**src/smooth_step_curve_unit_macros.svh**
```systemverilog
// ----------------------------------------------------------------------------
// Assertion macros for the smooth step curve unit
// Immediate-implication and next-cycle-implication property wrappers.
// ----------------------------------------------------------------------------
`ifndef SMOOTH_STEP_CURVE_UNIT_MACROS_SVH
`define SMOOTH_STEP_CURVE_UNIT_MACROS_SVH

`ifndef SYNTHESIS
`define SSC_ASSERT_NOW(label, clk, rst_n, ante, cons) \
    label: assert property (@(posedge clk) disable iff (!rst_n) (ante) |-> (cons)) \
        else $error("smooth_step_curve_unit assertion failed");
`define SSC_ASSERT_NEXT(label, clk, rst_n, ante, cons) \
    label: assert property (@(posedge clk) disable iff (!rst_n) (ante) |=> (cons)) \
        else $error("smooth_step_curve_unit assertion failed");
`else
`define SSC_ASSERT_NOW(label, clk, rst_n, ante, cons)
`define SSC_ASSERT_NEXT(label, clk, rst_n, ante, cons)
`endif

`endif

```
**src/ssc_pkg.sv**
```systemverilog
// ----------------------------------------------------------------------------
// Smooth step curve unit package
// Shared control type and register index codes.
// ----------------------------------------------------------------------------
`timescale 1ns / 1ps

package ssc_pkg;

    localparam int CFG_INDEX_BITS = 2;

    localparam logic [CFG_INDEX_BITS-1:0] REG_EDGE_LOW   = 2'd0;
    localparam logic [CFG_INDEX_BITS-1:0] REG_EDGE_HIGH  = 2'd1;
    localparam logic [CFG_INDEX_BITS-1:0] REG_CURVE_MODE = 2'd2;

    // Control that travels with every item down the pipeline.
    // fixed: t is known without division; one: that fixed t is 1.0, else 0.
    typedef struct packed {
        logic valid;
        logic mode;
        logic fixed;
        logic one;
    } ctrl_t;

endpackage

```
**src/ssc_div_cell.sv**
```systemverilog
// ----------------------------------------------------------------------------
// Restoring divider cell
// Produces one quotient bit per cell and hands the partial remainder on.
// ----------------------------------------------------------------------------
`timescale 1ns / 1ps

module ssc_div_cell #(
    parameter int SAMPLE_BITS   = 16,
    parameter int FRACTION_BITS = 16
) (
    input  logic                     clk,
    input  logic                     rst_n,
    input  logic                     en,
    input  ssc_pkg::ctrl_t           ctrl_in,
    input  logic [SAMPLE_BITS:0]     rem_in,
    input  logic [SAMPLE_BITS:0]     den_in,
    input  logic [FRACTION_BITS-1:0] quo_in,
    output ssc_pkg::ctrl_t           ctrl_out,
    output logic [SAMPLE_BITS:0]     rem_out,
    output logic [SAMPLE_BITS:0]     den_out,
    output logic [FRACTION_BITS-1:0] quo_out
);
    import ssc_pkg::*;

    ctrl_t                    ctrl_reg;
    logic [SAMPLE_BITS:0]     rem_reg;
    logic [SAMPLE_BITS:0]     den_reg;
    logic [FRACTION_BITS-1:0] quo_reg;

    logic [SAMPLE_BITS+1:0]   rem_dbl;
    logic [SAMPLE_BITS+1:0]   den_ext;
    logic [SAMPLE_BITS+1:0]   rem_sub;
    logic                     q_bit;
    logic [SAMPLE_BITS:0]     rem_next;

    always_comb
    begin
        rem_dbl  = {rem_in, 1'b0};
        den_ext  = {1'b0, den_in};
        rem_sub  = rem_dbl - den_ext;
        q_bit    = (rem_dbl >= den_ext);
        // The remainder stays below the divisor, so the low bits hold it.
        rem_next = q_bit ? rem_sub[SAMPLE_BITS:0] : rem_dbl[SAMPLE_BITS:0];
    end

    always_ff @(posedge clk or negedge rst_n)
    begin
        if (!rst_n)
        begin
            ctrl_reg <= '0;
        end
        else if (en)
        begin
            ctrl_reg <= ctrl_in;
        end
    end

    always_ff @(posedge clk)
    begin
        if (en)
        begin
            rem_reg <= rem_next;
            den_reg <= den_in;
            quo_reg <= {quo_in[FRACTION_BITS-2:0], q_bit};
        end
    end

    assign ctrl_out = ctrl_reg;
    assign rem_out  = rem_reg;
    assign den_out  = den_reg;
    assign quo_out  = quo_reg;

endmodule

```
**src/ssc_poly.sv**
```systemverilog
// ----------------------------------------------------------------------------
// Curve polynomial pipeline
// Three multiplier stages evaluating the cubic or quintic curve of t.
// ----------------------------------------------------------------------------
`timescale 1ns / 1ps

module ssc_poly #(
    parameter int FRACTION_BITS = 16
) (
    input  logic                   clk,
    input  logic                   rst_n,
    input  logic                   en,
    input  ssc_pkg::ctrl_t         ctrl_in,
    input  logic [FRACTION_BITS:0] t_in,
    output logic                   valid_out,
    output logic [FRACTION_BITS:0] level_out
);
    import ssc_pkg::*;

    localparam int W = FRACTION_BITS + 4;
    localparam int P = 2 * W;
    localparam logic [W-1:0] ONE     = W'(1 << FRACTION_BITS);
    localparam logic [W-1:0] THREE   = W'(3 << FRACTION_BITS);
    localparam logic [W-1:0] TEN     = W'(10 << FRACTION_BITS);
    localparam logic [W-1:0] FIFTEEN = W'(15 << FRACTION_BITS);
    localparam logic [P-1:0] HALF    = P'(1 << (FRACTION_BITS - 1));

    ctrl_t                  a_ctrl_reg;
    logic [W-1:0]           a_t_reg;
    logic [W-1:0]           a_sq_reg;
    logic [W-1:0]           a_r_reg;
    ctrl_t                  b_ctrl_reg;
    logic [W-1:0]           b_m_reg;
    logic [W-1:0]           b_v_reg;
    logic                   c_valid_reg;
    logic [FRACTION_BITS:0] c_level_reg;

    logic [W-1:0] t_ext;
    logic [W-1:0] r_op;
    logic [P-1:0] sq_prod;
    logic [P-1:0] r_prod;
    logic [W-1:0] m_op;
    logic [P-1:0] m_prod;
    logic [P-1:0] y_prod;
    logic [W-1:0] y_val;

    // Every fraction product is rounded half up back to FRACTION_BITS.
    always_comb
    begin
        t_ext   = W'(t_in);
        r_op    = FIFTEEN - W'(6) * t_ext;
        sq_prod = P'(t_ext) * P'(t_ext) + HALF;
        r_prod  = P'(t_ext) * P'(r_op) + HALF;

        m_op    = a_ctrl_reg.mode ? a_t_reg : (THREE - {a_t_reg[W-2:0], 1'b0});
        m_prod  = P'(a_sq_reg) * P'(m_op) + HALF;

        y_prod  = P'(b_m_reg) * P'(b_v_reg) + HALF;
        y_val   = b_ctrl_reg.mode ? y_prod[FRACTION_BITS+W-1:FRACTION_BITS] : b_m_reg;
        if (y_val > ONE)
        begin
            y_val = ONE;
        end
    end

    always_ff @(posedge clk or negedge rst_n)
    begin
        if (!rst_n)
        begin
            a_ctrl_reg  <= '0;
            b_ctrl_reg  <= '0;
            c_valid_reg <= 1'b0;
        end
        else if (en)
        begin
            a_ctrl_reg  <= ctrl_in;
            b_ctrl_reg  <= a_ctrl_reg;
            c_valid_reg <= b_ctrl_reg.valid;
        end
    end

    always_ff @(posedge clk)
    begin
        if (en)
        begin
            a_t_reg     <= t_ext;
            a_sq_reg    <= sq_prod[FRACTION_BITS+W-1:FRACTION_BITS];
            a_r_reg     <= r_prod[FRACTION_BITS+W-1:FRACTION_BITS];
            b_m_reg     <= m_prod[FRACTION_BITS+W-1:FRACTION_BITS];
            b_v_reg     <= TEN - a_r_reg;
            c_level_reg <= y_val[FRACTION_BITS:0];
        end
    end

    assign valid_out = c_valid_reg;
    assign level_out = c_level_reg;

endmodule

```
**src/smooth_step_curve_unit.sv**
```systemverilog
// ----------------------------------------------------------------------------
// Smooth step curve unit
// Maps a Q8.8 sample onto the smoothstep or smootherstep curve between edges.
// ----------------------------------------------------------------------------
//  Channel   Direction  Content
//  s_axis    in         tdata: sample (signed Q8.8)
//  m_axis    out        tdata: level (unsigned Q1.16)
//  cfg       in         index 0 edge_low, 1 edge_high, 2 curve_mode
//
//  One sample is taken every clock while the output register is empty or taken;
//  it passes the input register, FRACTION_BITS divider cells of one quotient
//  bit each, and three multiplier stages.
//  The whole pipeline advances when the output register is empty or taken,
//  so a held result stalls the input only while it is not consumed.
//  Reset clears all valid flags and loads edge_low 0, edge_high 1.0, mode 0.
// ----------------------------------------------------------------------------
`timescale 1ns / 1ps

`include "smooth_step_curve_unit_macros.svh"

module smooth_step_curve_unit #(
    parameter int SAMPLE_BITS   = 16,
    parameter int FRACTION_BITS = 16
) (
    input  logic                                   clk,
    input  logic                                   rst_n,
    input  logic                                   s_axis_tvalid,
    output logic                                   s_axis_tready,
    // [SAMPLE_BITS-1:0] sample
    input  logic [((SAMPLE_BITS+7)/8)*8-1:0]       s_axis_tdata,
    output logic                                   m_axis_tvalid,
    input  logic                                   m_axis_tready,
    // [FRACTION_BITS:0] level
    output logic [((FRACTION_BITS+8)/8)*8-1:0]     m_axis_tdata,
    input  logic                                   cfg_valid,
    output logic                                   cfg_ready,
    input  logic [ssc_pkg::CFG_INDEX_BITS-1:0]     cfg_index,
    input  logic [SAMPLE_BITS-1:0]                 cfg_data
);
    import ssc_pkg::*;

    localparam int OUT_TDATA_W = ((FRACTION_BITS + 8) / 8) * 8;
    localparam logic [FRACTION_BITS:0] ONE = (FRACTION_BITS+1)'(1 << FRACTION_BITS);

    logic [SAMPLE_BITS-1:0] edge_low_reg;
    logic [SAMPLE_BITS-1:0] edge_high_reg;
    logic                   curve_mode_reg;

    logic                   en;
    logic [SAMPLE_BITS:0]   num;
    logic [SAMPLE_BITS:0]   den;
    logic [SAMPLE_BITS:0]   num_abs;
    logic [SAMPLE_BITS:0]   den_abs;
    ctrl_t                  in_ctrl_next;

    ctrl_t                    ctrl_chain [0:FRACTION_BITS];
    logic [SAMPLE_BITS:0]     rem_chain  [0:FRACTION_BITS];
    logic [SAMPLE_BITS:0]     den_chain  [0:FRACTION_BITS];
    logic [FRACTION_BITS-1:0] quo_chain  [0:FRACTION_BITS];

    logic [FRACTION_BITS:0] t_val;
    logic [FRACTION_BITS:0] level;

    logic                   div_head_busy;
    logic                   div_tail_busy;

    assign cfg_ready = 1'b1;

    always_ff @(posedge clk or negedge rst_n)
    begin
        if (!rst_n)
        begin
            edge_low_reg   <= '0;
            edge_high_reg  <= SAMPLE_BITS'(256);
            curve_mode_reg <= 1'b0;
        end
        else if (cfg_valid)
        begin
            case (cfg_index)
                REG_EDGE_LOW:   edge_low_reg   <= cfg_data;
                REG_EDGE_HIGH:  edge_high_reg  <= cfg_data;
                REG_CURVE_MODE: curve_mode_reg <= cfg_data[0];
                default:        ;
            endcase
        end
    end

    assign en            = !m_axis_tvalid || m_axis_tready;
    assign s_axis_tready = en;

    // Input stage: signed numerator and denominator, and the cases that
    // settle t without dividing.
    always_comb
    begin
        num     = {s_axis_tdata[SAMPLE_BITS-1], s_axis_tdata[SAMPLE_BITS-1:0]}
                - {edge_low_reg[SAMPLE_BITS-1], edge_low_reg};
        den     = {edge_high_reg[SAMPLE_BITS-1], edge_high_reg}
                - {edge_low_reg[SAMPLE_BITS-1], edge_low_reg};
        num_abs = num[SAMPLE_BITS] ? (~num + 1'b1) : num;
        den_abs = den[SAMPLE_BITS] ? (~den + 1'b1) : den;

        in_ctrl_next.valid = s_axis_tvalid;
        in_ctrl_next.mode  = curve_mode_reg;
        if (den == '0)
        begin
            in_ctrl_next.fixed = 1'b1;
            in_ctrl_next.one   = !num[SAMPLE_BITS];
        end
        else if ((num == '0) || (num[SAMPLE_BITS] != den[SAMPLE_BITS]))
        begin
            in_ctrl_next.fixed = 1'b1;
            in_ctrl_next.one   = 1'b0;
        end
        else if (num_abs >= den_abs)
        begin
            in_ctrl_next.fixed = 1'b1;
            in_ctrl_next.one   = 1'b1;
        end
        else
        begin
            in_ctrl_next.fixed = 1'b0;
            in_ctrl_next.one   = 1'b0;
        end
    end

    always_ff @(posedge clk or negedge rst_n)
    begin
        if (!rst_n)
        begin
            ctrl_chain[0] <= '0;
        end
        else if (en)
        begin
            ctrl_chain[0] <= in_ctrl_next;
        end
    end

    always_ff @(posedge clk)
    begin
        if (en)
        begin
            rem_chain[0] <= num_abs;
            den_chain[0] <= den_abs;
        end
    end

    assign quo_chain[0] = '0;

    for (genvar k = 0; k < FRACTION_BITS; k++)
    begin : g_div
        ssc_div_cell #(
            .SAMPLE_BITS   (SAMPLE_BITS),
            .FRACTION_BITS (FRACTION_BITS)
        ) u_cell (
            .clk      (clk),
            .rst_n    (rst_n),
            .en       (en),
            .ctrl_in  (ctrl_chain[k]),
            .rem_in   (rem_chain[k]),
            .den_in   (den_chain[k]),
            .quo_in   (quo_chain[k]),
            .ctrl_out (ctrl_chain[k+1]),
            .rem_out  (rem_chain[k+1]),
            .den_out  (den_chain[k+1]),
            .quo_out  (quo_chain[k+1])
        );
    end

    always_comb
    begin
        if (ctrl_chain[FRACTION_BITS].fixed)
        begin
            t_val = ctrl_chain[FRACTION_BITS].one ? ONE : '0;
        end
        else
        begin
            t_val = {1'b0, quo_chain[FRACTION_BITS]};
        end
    end

    ssc_poly #(
        .FRACTION_BITS (FRACTION_BITS)
    ) u_poly (
        .clk       (clk),
        .rst_n     (rst_n),
        .en        (en),
        .ctrl_in   (ctrl_chain[FRACTION_BITS]),
        .t_in      (t_val),
        .valid_out (m_axis_tvalid),
        .level_out (level)
    );

    assign m_axis_tdata = OUT_TDATA_W'(level);

    // A divided item sits at the head or at the tail of the divider row.
    assign div_head_busy = ctrl_chain[0].valid && !ctrl_chain[0].fixed;
    assign div_tail_busy = ctrl_chain[FRACTION_BITS].valid && !ctrl_chain[FRACTION_BITS].fixed;

    `SSC_ASSERT_NOW(a_level_range, clk, rst_n, m_axis_tvalid, level <= ONE)
    `SSC_ASSERT_NOW(a_first_rem_below_den, clk, rst_n, div_head_busy, rem_chain[0] < den_chain[0])
    `SSC_ASSERT_NOW(a_last_rem_below_den, clk, rst_n, div_tail_busy, rem_chain[FRACTION_BITS] < den_chain[FRACTION_BITS])

endmodule
```
**config.mk**
```make
export PLATFORM = sky130hd
export DESIGN_NAME = smooth_step_curve_unit
export DESIGN_NICKNAME = d
export VERILOG_FILES = /design/src/ssc_pkg.sv /design/src/ssc_div_cell.sv /design/src/ssc_poly.sv /design/src/smooth_step_curve_unit.sv
export VERILOG_INCLUDE_DIRS = /design/src /design/src/src
export SDC_FILE = /design/constraint.sdc
export NUM_CORES = 2
export LEC_CHECK = 0
export ABC_AREA = 1
export BUFFER_PORTS_ARGS = -buffer_cell sky130_fd_sc_hd__buf_2
export CAP_MARGIN = 40
export CORE_ASPECT_RATIO = 1.5
export CORE_UTILIZATION = 55
export CTS_CLUSTER_DIAMETER = 60
export CTS_CLUSTER_SIZE = 40
export DETAILED_ROUTE_END_ITERATION = 6
export MAX_ROUTING_LAYER = met4
export PLACE_DENSITY_LB_ADDON = 0.25
export SYNTH_ARGS = -nofsm -noshare
export SYNTH_HDL_FRONTEND = slang
export SYNTH_SLANG_ARGS = --single-unit
```
**constraint.sdc**
```tcl
create_clock -name clk -period 28.1 [get_ports clk]
set_input_delay 2.81 -clock clk [delete_from_list [all_inputs] [get_ports clk]]
set_output_delay 2.81 -clock clk [all_outputs]
set_load 0.01 [all_outputs]
```
# Word-level counts from Yosys, hierarchy flattened
# Index checks and enable logic that the tools add are counted.
[op_classes]
add_sub_neg = 26
n_mul = 5
n_lt_le_gt_ge = 18
n_eq_ne = 3
muxes = 24
n_bitwise = 2
n_reduce_logical = 10
[ops]
columns = ["operator", "n"]
rows = [
  ["2-to-1 mux 17 bit", 19],
  ["greater-or-equal comparator 18 x 17 -> 1 bit", 16],
  ["subtractor 17 bit", 15],
  ["adder 36 x 16 -> 36 bit (second input constant)", 3],
  ["multiplier 20 x 20 -> 36 bit", 2],
  ["2-to-1 mux 20 bit", 2],
  ["subtractor 20 bit (first input constant)", 2],
  ["multiplier 17 x 20 -> 36 bit", 1],
  ["adder 34 x 16 -> 35 bit (second input constant)", 1],
  ["adder 17 x 1 -> 17 bit (second input constant)", 2],
  ["logical NOT 17 bit", 2],
  ["multiplier 17 x 17 -> 34 bit", 1],
  ["inverter 17 bit", 2],
  ["subtractor 16 x 16 -> 17 bit", 2],
  ["> comparator 20 x 17 -> 1 bit (second input constant)", 1],
  ["multiplier 2 x 17 -> 19 bit (first input constant)", 1],
  ["subtractor 18 x 18 -> 19 bit (first input constant)", 1],
  ["greater-or-equal comparator 17 bit", 1],
  ["2-to-1 mux 2 bit", 3],
  ["AND reduction 2 bit", 3],
  ["equality test 2 x 1 -> 1 bit (second input constant)", 1],
  ["equality test 2 bit (second input constant)", 1],
  ["logical NOT 1 bit", 2],
  ["logical NOT 2 bit", 1],
  ["other kinds (2)", 3],
]
[word_totals]
reg_bits = 900
input_bits = 39
out_inout_bits = 27

# Depth between registers and ports, before layout
[depth]
ltp_word = 8
mapped_depth = 46
mapped_depth_nobuf = 43

# By module
# Synthesis repeated with hierarchy kept, for this count alone.
[unflattened]
hier_cells = 12570
hier_area_um2 = 105591.3
[modules_own_cells]
columns = ["module", "n_inst", "cells_per_inst", "area_per_inst_um2"]
rows = [
  ["ssc_poly", 1, 6301, 50654.8],
  ["ssc_div_cell", 16, 340, 3064.2],
  ["smooth_step_curve_unit", 1, 829, 5909.4],
]

# Least setup slack after synthesis
# OpenSTA, ideal clock, no wires.
[synth_timing]
path_type = "input -> output"
start = "input m_axis_tready"
end = "output s_axis_tready"
arrival_ps = 24803
required_ps = 25290
slack_ps = 487
stages = 4
path_cell_list = "nor2_1 > inv_1 > clkbuf_1 > clkbuf_1"
[synth_between]
elab_chain_len = 1
[synth_rtl]
columns = ["item", "line_no", "rtl"]
rows = [
  ["start: declaration", "smooth_step_curve_unit.sv:32", "input logic m_axis_tready,"],
  ["logical OR 1 bit", "smooth_step_curve_unit.sv:88", "assign en = !m_axis_tvalid || m_axis_tready;"],
  ["end: declaration", "smooth_step_curve_unit.sv:28", "output logic s_axis_tready,"],
]
# Every way passes these cells.

# Worst setup path in the final report
[layout_timing]
start = "register g_div[15].u_cell.ctrl_reg, in the netlist g_div[15].u_cell.ctrl_out[1]"
end = "register u_poly.a_r_reg[11], data pin"
[layout_between]
elab_chain_len = 5
[layout_rtl]
columns = ["item", "line_no", "rtl"]
rows = [
  ["start: declaration", "ssc_div_cell.sv:25", "ctrl_t ctrl_reg;"],
  ["start signal: assignment", "ssc_div_cell.sv:54", "ctrl_reg <= ctrl_in;"],
  ["2-to-1 mux 17 bit *", "smooth_step_curve_unit.sv:171", "if (ctrl_chain[FRACTION_BITS].fixed)"],
  ["via t_val[0]", "smooth_step_curve_unit.sv:61", "logic [FRACTION_BITS:0] t_val;"],
  ["multiplier 2 x 17 -> 19 bit", "ssc_poly.sv:51", "r_op = FIFTEEN - W'(6) * t_ext;"],
  ["subtractor 20 bit", "ssc_poly.sv:51", ""],
  ["multiplier 17 x 20 -> 36 bit *", "ssc_poly.sv:53", "r_prod = P'(t_ext) * P'(r_op) + HALF;"],
  ["adder 36 x 16 -> 36 bit *", "ssc_poly.sv:53", ""],
  ["via u_poly.r_prod[27]", "ssc_poly.sv:41", "logic [P-1:0] r_prod;"],
  ["end signal: assignment", "ssc_poly.sv:88", "a_r_reg <= r_prod[FRACTION_BITS+W-1:FRACTION_BITS];"],
  ["end: declaration", "ssc_poly.sv:31", "logic [W-1:0] a_r_reg;"],
]
# Mark *: on every way through the listed nets, which the timed path passes. The rest lies on a longest branch.
# A chain may end at the register's enable or synchronous reset.

==> run_results.csv <==
group,metric,value,unit
outcome,status,"finished clean",
timing,slew_viol_final,0,
cts,clk-insertion-delay-late,720,ps
cells_and_area,nets,12200,
grt,antenna_found_initial,4,
synthesis,seq_area_frac_synth,28.9,%
critical_path,crit_required,28560,ps
floorplan,core,166000,sq um
grt,globalRouteOverflowTotal,0,
synthesis,yosys_warnings,0,
critical_path,crit_top_cell,"nand2_1",
synthesis,synth_top_area_share,26.0,%
detailed_routing,vias,68200,
timing,post-route-period-util,34.8,%
cts,cts-buffers-inserted,70,
cells_and_area,syn_to_final_growth,6.23,%
cts,cts_buffer_depth,3,
synthesis,avgSynthCellArea,8.91,sq um
timing,setup_viol,0,
cts,cts_tree,"built",
timing,fin_crit,9770,ps
synthesis,synth_cell_types,67,
cts,root_buffer,"clkbuf_16",
critical_path,max_stage_delay,820,ps
critical_path,reg2reg_to,"u_poly.a_r_reg[11]",
critical_path,arrival,10230,ps
synthesis,synth_largest_area_cell,"edfxtp_1",
critical_path,rr_startpoint,"g_div[15].u_cell.ctrl_out[1]",
critical_path,worst_setup_path_end_kind,"register",
floorplan,dieArea,168000,sq um
synthesis,synthTopCellsByArea,"edfxtp_1 26%, fa_1 24%, ha_1 12%",
critical_path,crit_buf_inv,8,
critical_path,critical_path_class,"reg2reg",
grt,grt_pass1_vias,71700,
synthesis,synth_area,91600,sq um
critical_path,r2r_setup_slack,18330,ps
detailed_routing,first_iter_violations,3943,
synthesis,synth_commonest_cells,"2263 x inv_1, 2044 x nand2_1, 1084 x fa_1",
floorplan,ios,66,
synthesis,async_flop_share,11.8,%
synthesis,synth_edf_count,793,
timing,relSlewSlack,30.7,%
placed_design,buffer_ports.inserted,57,
critical_path,start_kind,"register",
synthesis,synth.most_common_cell,"inv_1",
flow_run,max-cap-violations,0,
grt,grt_max_degree,187,
critical_path,slowest_stage,"dfrtp_1",
critical_path,r2r_cells,40,
timing,rsz0062_at_grt,"false",
detailed_routing,first_pass_iters,6,
detailed_routing,routedWlPerCell,19.5,um
floorplan,die_w,335,um
detailed_routing,post-route-drc-count,0,
synthesis,synthesis.instances,10300,
detailed_routing,totalWireLength,245000,um
timing,final_hold_viol_count,0,
floorplan,rows,183,
timing,tns,0,ps
cts,clock_sinks,899,
critical_path,cp_max_fo,27,
synthesis,synthFlopType,"edfxtp_1",
detailed_routing,antenna_left,0,
cells_and_area,drive_above_1_share,3.17,%
worst_hold_path,hold_start,"g_div[13].u_cell.quo_out[5]",
floorplan,die_h,502,um
worst_hold_path,hold_class,"reg2reg",
synthesis,ys_ff_latch,899,
placed_design,dpl.hpwl,199000,um
cts,clk_pin_slew_worst_paths,80,ps
critical_path,cp_top_family,"adder cells",
cts,cts_hold_buf,0,
worst_hold_path,whs_path_depth,0,
grt,grt_pass1_wl,382000,um
timing,fmax,102,MHz
placed_design,gp_congestion,0.995,
detailed_routing,avgViaCountPerCell,5.43,
floorplan,start_util,55.3,%
cts,htree_levels,3,
grt,grt_usage,30.5,%
timing,fin_skew,43.0,ps
timing,worst_pin_slew,1040,ps
cts,postCtsSetupRepairBufs,0,
worst_hold_path,worstHoldEndpoint,"g_div[14].u_cell.quo_out[6]",
cts,cts_resized,0,
-- metrics by stage --
| stage | utilization (%) | hold WS, ps | cell area [sq um] | instances | setup slack [ps] |
|---|---|---|---|---|---|
| after CTS | 58.8 | 417 | 97300 | 12600 | 18380 |
| after global placement | 57.0 | 401 | 94300 | 12400 | 18460 |
| after detailed placement | 57.2 | 405 | 94600 | 12400 | 18390 |
| after global routing | 58.8 | 410 | 97300 | 12600 | 17720 |
| final | 58.8 | 411 | 97300 | 12600 | 18330 |
| after floorplan | - | 400 | 91700 | 10300 | 487 |
-- per-layer routing --
metal / GRT usage [%] / vias to the layer above / routed length [um]
met5: - / - / 0
met4: 20.0 / 0 / 19300
met3: 3.17 / 824 / 10300
met2: 57.5 / 2005 / 134000
met1: 29.1 / 33300 / 81200
li1: - / 32000 / -
-- how the worst max path moves through the flow --
stage	startpoint	depth (start not counted)	endpoint	slack, ps
after floorplan	m_axis_tready	4	s_axis_tready	490
after global placement	g_div[15].u_cell.ctrl_out[1]	40	u_poly.a_r_reg[11]	18460
after detailed placement	g_div[15].u_cell.ctrl_out[1]	40	u_poly.a_r_reg[11]	18390
after CTS	g_div[15].u_cell.ctrl_out[1]	37	u_poly.a_r_reg[11]	18380
after global routing	g_div[15].u_cell.ctrl_out[1]	40	u_poly.a_r_reg[11]	17720
final	g_div[15].u_cell.ctrl_out[1]	40	u_poly.a_r_reg[11]	18330
-- layout make-up --
type | count | area [sq um]
inverters | 2298 | 8640
repair buffers | 138 | 1130
clock inverters | 55 | 806
well taps | 2220 | 2780
flip-flops and latches | 899 | 26500
fillers | 14600 | 68200
multi-input cells | 6870 | 55700
clock buffers | 74 | 1810
diodes | 5 | 12.5
-- cell usage in the layout, fill, tap and decap left out, types with 7 or more instances in the layout --
cell       Yosys  layout
clkinv_8       0      12
xnor2_1      155     155
nor2_1       844     841
a31oi_1       21      21
a211o_1        8       8
inv_12         0       7
o31ai_1       16      16
nor3_1        65      65
clkbuf_16      0      72
buf_16         0       9
fa_1        1084    1084
o21bai_1      34      34
a221oi_1      13      13
clkinv_1      29      30
conb_1         2      37
nand4_1       91      91
inv_6          0      10
o21a_1        26      26
inv_1       2263    2262
a21o_1        21      21
o21ai_0      439     439
o211ai_1      16      16
and2_1         7       7
a21oi_1      523     523
o21ai_1        9       9
nand3_1      217     217
nor4_1        22      22
dfrtp_1      105     105
nand2_2        9       9
edfxtp_1     793     793
or2_2         22      22
buf_4         16      66
ha_1         842     842
o2111ai_1     11      11
nand3b_1      16      16
nand2_1     2044    2044
buf_2         12      56
xor2_1       220     220
a211oi_1       9       9
-- worst register-to-register path, delay by kind of cell, from the launching register on --
family | cells | cell delay, ps
fa+ha+maj | 9 | 4030
compound gates | 4 | 1110
simple gates | 19 | 2820
flops | 1 | 820
buf+inv | 8 | 760
-- kinds of logic (layout without fill, tap and decap cells) --
logic type	Yosys count	count (layout)	synth area share, %
other	2	42	0.00820
DFF	899	899	28.9
AOI/OAI and AO/OA	1161	1161	6.91
buffers and inverters	2541	2565	10.5
muxes	3	3	0.0341
adders and majority gates	1926	1926	35.2
xor gates and xnor gates	377	377	3.62
and+or+nand+nor	3366	3366	14.8
Power is left out: the tool's default activity adds up to more than one toggle a clock period on the data nets, which glitch-free logic cannot reach.
